<file path="src/rtl/ldte_pkg.sv">
// ============================================================================
// ldte_pkg
// Shared types, constants and calendar helpers for the local date/time to
// UTC epoch converter.
// ============================================================================
package ldte_pkg;

    localparam logic [11:0] YEAR_FIRST = 12'd2000;
    localparam logic [11:0] YEAR_LAST  = 12'd2099;

    localparam logic [31:0] SECS_PER_DAY  = 32'd86400;
    localparam logic [31:0] SECS_PER_HOUR = 32'd3600;
    localparam logic [31:0] SECS_PER_MIN  = 32'd60;

    // 1970-01-01 to 2000-01-01
    localparam logic [31:0] SECS_AT_2000  = 32'd946684800;
    localparam logic [31:0] SECS_YEAR     = 32'd31536000;
    localparam logic [31:0] SECS_LEAP     = 32'd31622400;

    localparam logic signed [4:0] TZ_MIN = -5'sd12;
    localparam logic signed [4:0] TZ_MAX = 5'sd14;

    localparam logic [4:0] MONTH_LEN [12] = '{
        5'd31, 5'd28, 5'd31, 5'd30, 5'd31, 5'd30,
        5'd31, 5'd31, 5'd30, 5'd31, 5'd30, 5'd31
    };

    // Accumulator control
    typedef struct packed {
        logic load;
        logic add;
        logic sub;
    } t_acc_ctl;

    // Gregorian length of a month; only valid for 2000..2099 where
    // divisibility by 4 decides leap years (2000 is a leap year).
    function automatic logic [4:0] month_len(input logic leap, input logic [3:0] m);
        logic [4:0] len;
        if (m < 4'd1 || m > 4'd12) begin
            len = 5'd31;
        end else if (m == 4'd2) begin
            len = leap ? 5'd29 : 5'd28;
        end else begin
            len = MONTH_LEN[m - 4'd1];
        end
        return len;
    endfunction

endpackage

</file>
<file path="src/rtl/ldte_check.sv">
// ============================================================================
// ldte_check
// Range check of a captured calendar date and time.
// ============================================================================
module ldte_check
    import ldte_pkg::*;
(
    input  logic [11:0] i_cal_year,
    input  logic [3:0]  i_cal_month,
    input  logic [4:0]  i_cal_day,
    input  logic [4:0]  i_cal_hour,
    input  logic [5:0]  i_cal_minute,
    output logic        o_valid
);

    logic       leap;
    logic [4:0] mlen;

    assign leap = (i_cal_year[1:0] == 2'b00);
    assign mlen = month_len(leap, i_cal_month);

    assign o_valid = (i_cal_year >= YEAR_FIRST) && (i_cal_year <= YEAR_LAST)
                  && (i_cal_month >= 4'd1) && (i_cal_month <= 4'd12)
                  && (i_cal_day >= 5'd1) && (i_cal_day <= mlen)
                  && (i_cal_hour <= 5'd23) && (i_cal_minute <= 6'd59);

endmodule

</file>
<file path="src/rtl/ldte_acc.sv">
// ============================================================================
// ldte_acc
// Shared 32-bit add/subtract unit with its accumulator register.
// ============================================================================
module ldte_acc
    import ldte_pkg::*;
(
    input  logic        i_clk,
    input  t_acc_ctl    i_ctl,
    input  logic [31:0] i_operand,
    output logic [31:0] o_acc
);

    logic [31:0] r_acc;
    logic [31:0] n_acc;
    logic [31:0] addend;

    assign addend = i_ctl.sub ? ~i_operand : i_operand;

    always_comb begin
        n_acc = r_acc;
        if (i_ctl.load) begin
            n_acc = i_operand;
        end else if (i_ctl.add || i_ctl.sub) begin
            n_acc = r_acc + addend + {31'd0, i_ctl.sub};
        end
    end

    always_ff @(posedge i_clk) begin
        r_acc <= n_acc;
    end

    assign o_acc = r_acc;

endmodule

</file>
<file path="src/rtl/local_datetime_to_utc_epoch.sv">
// ============================================================================
// local_datetime_to_utc_epoch
// Local calendar date/time (2000..2099, seconds zero) to UTC seconds since
// 1970-01-01, less a configurable whole-hour timezone offset.
// ============================================================================
//
//  channel  | handshake              | payload
//  ---------+------------------------+--------------------------------------
//  input    | start, busy            | i_cal_year/month/day/hour/minute
//  result   | o_done (1-cycle pulse) | o_utc_seconds, o_date_valid
//  config   | psel/penable/pwrite    | paddr, pwdata, prdata (tz offset)
//
//  Timing: a valid item's time from accept to the o_done pulse grows with
//  the year offset from 2000 and with the month, since the years and then
//  the months are walked through the one shared adder. An invalid item is reported from S_CHECK.
//  busy stays high from accept until o_done; start is taken when busy is low,
//  which already holds in the o_done cycle.
//  Reset (synchronous, i_rst_n low): offset 0, sequencer idle, no pulse.
//  The receiver cannot stall: o_done is high for one cycle; the payload holds.
//
module local_datetime_to_utc_epoch
    import ldte_pkg::*;
(
    input  logic        i_clk,
    input  logic        i_rst_n,
    // item in
    input  logic        start,
    output logic        busy,
    input  logic [11:0] i_cal_year,
    input  logic [3:0]  i_cal_month,
    input  logic [4:0]  i_cal_day,
    input  logic [4:0]  i_cal_hour,
    input  logic [5:0]  i_cal_minute,
    // item out
    output logic        o_done,
    output logic [31:0] o_utc_seconds,
    output logic        o_date_valid,
    // register port
    input  logic        psel,
    input  logic        penable,
    input  logic        pwrite,
    input  logic [1:0]  paddr,
    input  logic [31:0] pwdata,
    output logic [31:0] prdata,
    output logic        pready
);

    // One-hot sequencer states
    typedef enum logic [8:0] {
        S_IDLE   = 9'b000000001,
        S_CHECK  = 9'b000000010,
        S_YEARS  = 9'b000000100,
        S_MONTHS = 9'b000001000,
        S_DAY    = 9'b000010000,
        S_HOUR   = 9'b000100000,
        S_MINUTE = 9'b001000000,
        S_TZ     = 9'b010000000,
        S_DONE   = 9'b100000000
    } t_state;

    t_state r_state, n_state;

    // ------------------------------------------------------------------
    // Timezone register: 5-bit signed write, saturated to -12..14.
    // Single register, so every address decodes to it.
    // ------------------------------------------------------------------
    logic signed [4:0] r_tz, n_tz;
    logic signed [4:0] wr_tz;
    logic              cfg_wr;

    assign cfg_wr = psel && penable && pwrite && pready;
    assign wr_tz  = $signed(pwdata[4:0]);

    always_comb begin
        n_tz = r_tz;
        if (cfg_wr) begin
            if (wr_tz < TZ_MIN) begin
                n_tz = TZ_MIN;
            end else if (wr_tz > TZ_MAX) begin
                n_tz = TZ_MAX;
            end else begin
                n_tz = wr_tz;
            end
        end
    end

    assign pready = 1'b1;
    assign prdata = {{27{r_tz[4]}}, r_tz};

    logic unused_addr;
    assign unused_addr = ^paddr;

    // ------------------------------------------------------------------
    // Captured item
    // ------------------------------------------------------------------
    logic [11:0] r_year;
    logic [3:0]  r_month;
    logic [4:0]  r_day;
    logic [4:0]  r_hour;
    logic [5:0]  r_minute;
    logic        take;

    assign busy = (r_state != S_IDLE);
    assign take = start && !busy;

    // walk counters: years since 2000, current month
    logic [6:0] r_ycnt, n_ycnt;
    logic [3:0] r_mcnt, n_mcnt;
    logic [6:0] year_off;

    assign year_off = 7'(r_year - YEAR_FIRST);

    logic date_ok;

    ldte_check u_check (
        .i_cal_year   (r_year),
        .i_cal_month  (r_month),
        .i_cal_day    (r_day),
        .i_cal_hour   (r_hour),
        .i_cal_minute (r_minute),
        .o_valid      (date_ok)
    );

    // ------------------------------------------------------------------
    // Shared adder: operand select per sequencer step
    // ------------------------------------------------------------------
    t_acc_ctl          acc_ctl;
    logic [31:0]       operand;
    logic [31:0]       acc;
    logic [4:0]        mlen;
    logic signed [16:0] tz_secs;

    assign mlen    = month_len(r_year[1:0] == 2'b00, r_mcnt);
    assign tz_secs = 17'(r_tz * $signed(17'd3600));

    ldte_acc u_acc (
        .i_clk     (i_clk),
        .i_ctl     (acc_ctl),
        .i_operand (operand),
        .o_acc     (acc)
    );

    // result registers
    logic        r_done, n_done;
    logic [31:0] r_utc, n_utc;
    logic        r_vld, n_vld;

    always_comb begin
        n_state = r_state;
        n_ycnt  = r_ycnt;
        n_mcnt  = r_mcnt;
        n_done  = 1'b0;
        n_utc   = r_utc;
        n_vld   = r_vld;
        acc_ctl = '0;
        operand = '0;
        case (r_state)
            S_IDLE: begin
                if (take) begin
                    n_state = S_CHECK;
                end
            end
            S_CHECK: begin
                n_ycnt = '0;
                n_mcnt = 4'd1;
                if (date_ok) begin
                    acc_ctl.load = 1'b1;
                    operand      = SECS_AT_2000;
                    n_state      = S_YEARS;
                end else begin
                    n_done  = 1'b1;
                    n_utc   = '0;
                    n_vld   = 1'b0;
                    n_state = S_IDLE;
                end
            end
            S_YEARS: begin
                if (r_ycnt == year_off) begin
                    n_state = S_MONTHS;
                end else begin
                    acc_ctl.add = 1'b1;
                    operand     = (r_ycnt[1:0] == 2'b00) ? SECS_LEAP : SECS_YEAR;
                    n_ycnt      = r_ycnt + 7'd1;
                end
            end
            S_MONTHS: begin
                if (r_mcnt == r_month) begin
                    n_state = S_DAY;
                end else begin
                    acc_ctl.add = 1'b1;
                    operand     = 32'(mlen) * SECS_PER_DAY;
                    n_mcnt      = r_mcnt + 4'd1;
                end
            end
            S_DAY: begin
                acc_ctl.add = 1'b1;
                operand     = 32'(r_day - 5'd1) * SECS_PER_DAY;
                n_state     = S_HOUR;
            end
            S_HOUR: begin
                acc_ctl.add = 1'b1;
                operand     = 32'(r_hour) * SECS_PER_HOUR;
                n_state     = S_MINUTE;
            end
            S_MINUTE: begin
                acc_ctl.add = 1'b1;
                operand     = 32'(r_minute) * SECS_PER_MIN;
                n_state     = S_TZ;
            end
            S_TZ: begin
                // local minus offset gives UTC; never leaves 32-bit range
                acc_ctl.sub = 1'b1;
                operand     = {{15{tz_secs[16]}}, tz_secs};
                n_state     = S_DONE;
            end
            S_DONE: begin
                n_done  = 1'b1;
                n_utc   = acc;
                n_vld   = 1'b1;
                n_state = S_IDLE;
            end
            default: begin
                n_state = S_IDLE;
            end
        endcase
    end

    always_ff @(posedge i_clk) begin
        if (!i_rst_n) begin
            r_state <= S_IDLE;
            r_tz    <= '0;
            r_done  <= 1'b0;
        end else begin
            r_state <= n_state;
            r_tz    <= n_tz;
            r_done  <= n_done;
        end
    end

    always_ff @(posedge i_clk) begin
        if (take) begin
            r_year   <= i_cal_year;
            r_month  <= i_cal_month;
            r_day    <= i_cal_day;
            r_hour   <= i_cal_hour;
            r_minute <= i_cal_minute;
        end
        r_ycnt <= n_ycnt;
        r_mcnt <= n_mcnt;
        r_utc  <= n_utc;
        r_vld  <= n_vld;
    end

    assign o_done        = r_done;
    assign o_utc_seconds = r_utc;
    assign o_date_valid  = r_vld;

endmodule

</file>
<file path="config.mk">
export PLATFORM = sky130hd
export DESIGN_NAME = local_datetime_to_utc_epoch
export DESIGN_NICKNAME = d
export VERILOG_FILES = /design/src/rtl/ldte_pkg.sv /design/src/rtl/ldte_check.sv /design/src/rtl/ldte_acc.sv /design/src/rtl/local_datetime_to_utc_epoch.sv
export SDC_FILE = /design/constraint.sdc
export NUM_CORES = 1
export LEC_CHECK = 0
export BUFFER_PORTS_ARGS = -buffer_cell sky130_fd_sc_hd__clkbuf_2
export CORE_MARGIN = 2
export CORE_UTILIZATION = 40
export DETAILED_ROUTE_END_ITERATION = 10
export GPL_TIMING_DRIVEN = 1
export PLACE_DENSITY_LB_ADDON = 0.25
export SLEW_MARGIN = 10
export SYNTH_ARGS = -nofsm -noshare
export SYNTH_HDL_FRONTEND = slang
export SYNTH_SLANG_ARGS = --single-unit
</file>
<file path="constraint.sdc">
create_clock -name i_clk -period 17.25 [get_ports i_clk]
set_input_delay 0.8625 -clock i_clk [delete_from_list [all_inputs] [get_ports i_clk]]
set_output_delay 0.8625 -clock i_clk [all_outputs]
set_load 0.02 [all_outputs]
</file>
==> results.py <==
metrics = {
    "floorplan": {
        "core_region_area_mm2": 0.0262,
        "die-height_um": 168,
        "die_x_um": 168,
        "ios": 140,
        "die_area_mm2": 0.0281,
        "fp-row-count": 59,
        "start_util_pct": 40.9,
    },
    "pwr": {
        "power.density_mw_per_mm2": 83.5,
        "leakage_nw": 5.46,
        "ir_worst_vdd_mv": 0.0491,
        "total_power_w": 0.00101,
    },
    "logic_synthesis": {
        "syn_nets": 1348,
        "synth-edff-count": 108,
        "synth.avg_cell_area_um2": 9.72,
        "syn_inst": 1103,
        "synth_top_area_share_pct": 30.2,
        "syn-cell-area_mm2": 0.0107,
        "synth-seq-area-share_pct": 33.0,
        "synth_ff_type": "edfxtp_1",
        "yosysUniqueCellTypes": 84,
        "synth_seq_cells": 123,
        "yosys-top-cells-area": "edfxtp_1, ha_1, fa_1",
        "yosysWarnings": 0,
        "synth.largest_area_cell": "edfxtp_1",
        "ys_async_sr_fraction_pct": 0,
    },
    "sta": {
        "tightestPinTransition_ns": 1.08,
        "final.setup.tns_ns": 0,
        "min_period_over_period_pct": 43.1,
        "relSlewSlack_pct": 28.0,
        "rsz0062_at_grt": "no",
        "setup_viol": 0,
        "slew_violations": 0,
        "skew_ns": 0.00967,
        "final_hold_viol_count": 0,
        "finalCriticalPeriod_ns": 7.44,
        "fmax_mhz": 134,
    },
    "detailed_routing": {
        "drt-initial-drc-count": 503,
        "vias_per_cell": 5.36,
        "drt_pass1_iterations": 5,
        "postRouteAntennaNets": 0,
        "drc_errors": 0,
        "wl_per_cell_um": 15.9,
        "vias": 8188,
        "drt_wl_total_mm": 24.3,
    },
    "clocking": {
        "clock_latency_ns": 0.43,
        "root_buffer": "clkbuf_16",
        "post_cts_resized": 0,
        "clkSlewWorstSetupHoldPaths_ns": 0.06,
        "tritoncts": "built",
        "postCtsSetupBuffers": 0,
        "cts_hold_buf": 0,
        "cts_buffers": 17,
        "cts_sinks": 123,
        "h-tree-depth": 4,
        "cts_buffer_depth": 2,
    },
    "global_route": {
        "grt_overflow": 0,
        "grt_pass1_vias": 7930,
        "grt_pass1_wl_mm": 40.1,
        "globalRouteTotalUtil_pct": 17.7,
        "antenna_found_initial": 0,
        "grt_max_degree": 36,
    },
    "placement": {
        "place_inst": 1498,
        "io_buffers": 109,
        "hpwl_mm": 18.6,
        "finalWeightedCongestion": 0.871,
    },
    "setup_path": {
        "worstPathRequired_ns": 17.43,
        "max_stage_delay_ns": 0.53,
        "cp.arrival_ns": 7.62,
        "crit_top_cell": "ha_1",
        "cp-end-kind": "register",
        "cp_slowest_cell": "edfxtp_1",
        "cp-start-kind": "register",
        "cp_max_fo": 9,
        "critPathKind": "reg -> reg",
    },
    "finish": {
        "antenna_cells": 0,
        "fin_nets": 1427,
        "num-fill-cells": 2488,
        "layout.cells.non_filler": 1529,
        "seq_area_mm2": 0.00354,
        "area_delta_synth_final_pct": 12.3,
        "multi_input_area_mm2": 0.00642,
        "drive_above_1_share_pct": 14.5,
        "postLayoutCoreUtil_pct": 46.0,
    },
    "flow_run": {
        "drv_cap": 0,
    },
    "worst_hold_path": {
        "worstHoldPathType": "reg -> reg",
    },
    "status": {
        "run_status": "complete, no violations",
    },
}
[report_power, final]
part,total [W],internal [W],switching (W)
Combinational,0.000261,0.000109,0.000152
Clock,0.000400,0.000257,0.000143
Sequential,0.000345,0.000333,0.0000122
[synth_stat cells, drive strengths merged, types with 7 or more instances]
master / number
dfxtp: 15
nor3: 23
and2: 41
fa: 28
o21a: 10
o22ai: 7
buf: 40
ha: 145
o21bai: 7
nand3: 24
mux2i: 9
clkbuf: 15
xor2: 39
a21o: 18
a31oi: 14
xnor2: 43
a211oi: 11
nand4: 12
nand2: 70
nor2b: 11
inv: 114
o21ai: 46
a22oi: 8
edfxtp: 108
nor2: 76
and3: 11
o211ai: 9
a21oi: 67
[per-layer routing]
metal  GRT usage [%]  vias up  wire, µm  part of all wire, %
met5               0        -         0                    0
li1                -     4074         -                    -
met4            5.71        0       419                  1.7
met3            2.62       22      1060                  4.4
met1            23.8     3887     11300                   47
met2            29.4      205     11500                   47
[stage by stage]
| stage | hold slack (ns) | cell area [µm²] | setup WS [ns] |
|---|---|---|---|
| 2_1_floorplan | 0.532 | 10700 | 10.70 |
| 3_3_place_gp | 0.565 | 11400 | 9.86 |
| 3_5_place_dp | 0.554 | 11400 | 9.93 |
| 4_1_cts | 0.570 | 12000 | 9.85 |
| 5_1_grt | 0.586 | 12000 | 9.32 |
| 6_report | 0.568 | 12000 | 9.81 |
[critical path, delay by kind of cell (launching register included)]
kind | cells | cell delay [ns]
AOI/OAI and AO/OA | 7 | 1.33
DFF | 1 | 0.53
adders and majority gates | 7 | 2.39
and+or+nand+nor | 8 | 1.54
buffers and inverters | 4 | 0.52
xor gates and xnor gates | 5 | 0.89
[registers in the layout, indices dropped and copies added, names as in the netlist, 6 cells and up]
| register | cells |
|---|---|
| r_state | 9 |
| r_minute | 6 |
| o_utc_seconds | 32 |
| r_ycnt | 7 |
| u_acc.o_acc | 32 |
| r_year | 12 |
[cells by family (layout without fill, tap and decap cells)]
logic type | count (synthesis) | in the layout | synth area share (%)
AND/OR/NAND/NOR | 302 | 302 | 14.5
AO/OA/AOI/OAI | 243 | 243 | 15.6
adder cells (fa/ha/maj) | 173 | 173 | 22.1
buffers and inverters | 170 | 261 | 7.17
flip-flops | 123 | 123 | 33.0
XOR/XNOR | 82 | 82 | 6.70
multiplexers | 9 | 9 | 0.840
other | 1 | 1 | 0.0350
[final cells by class]
| cell class | count | area share (%) |
|---|---|---|
| multi-input combinational | 810 | 53.3 |
| sequential | 123 | 29.4 |
| timing repair buffer | 115 | 4.90 |
| inverter | 115 | 3.58 |
| clock buffer | 18 | 3.56 |
| tap | 335 | 3.48 |
| clock inverter | 13 | 1.79 |
[layout by cell type (no fill, tap or decap), types with 28 or more instances in the layout]
| master | n |
|---|---|
| nor2_1 | 74 |
| ha_1 | 145 |
| inv_1 | 114 |
| nand2_1 | 69 |
| xnor2_1 | 43 |
| xor2_1 | 39 |
| clkbuf_2 | 109 |
| o21ai_0 | 41 |
| a21oi_1 | 65 |
| and2_1 | 39 |
| fa_1 | 28 |
| edfxtp_1 | 108 |
[final timing paths]
check	from	end	slack, ns	cells after the start
max	r_day[0]	u_acc.o_acc[29]	9.81	31
min reg2reg	u_acc.o_acc[28]	o_utc_seconds[28]	0.57	1
max reg2reg	r_day[0]	u_acc.o_acc[29]	9.81	31
min	u_acc.o_acc[28]	o_utc_seconds[28]	0.57	1
(Power assumes the default switching activity.)
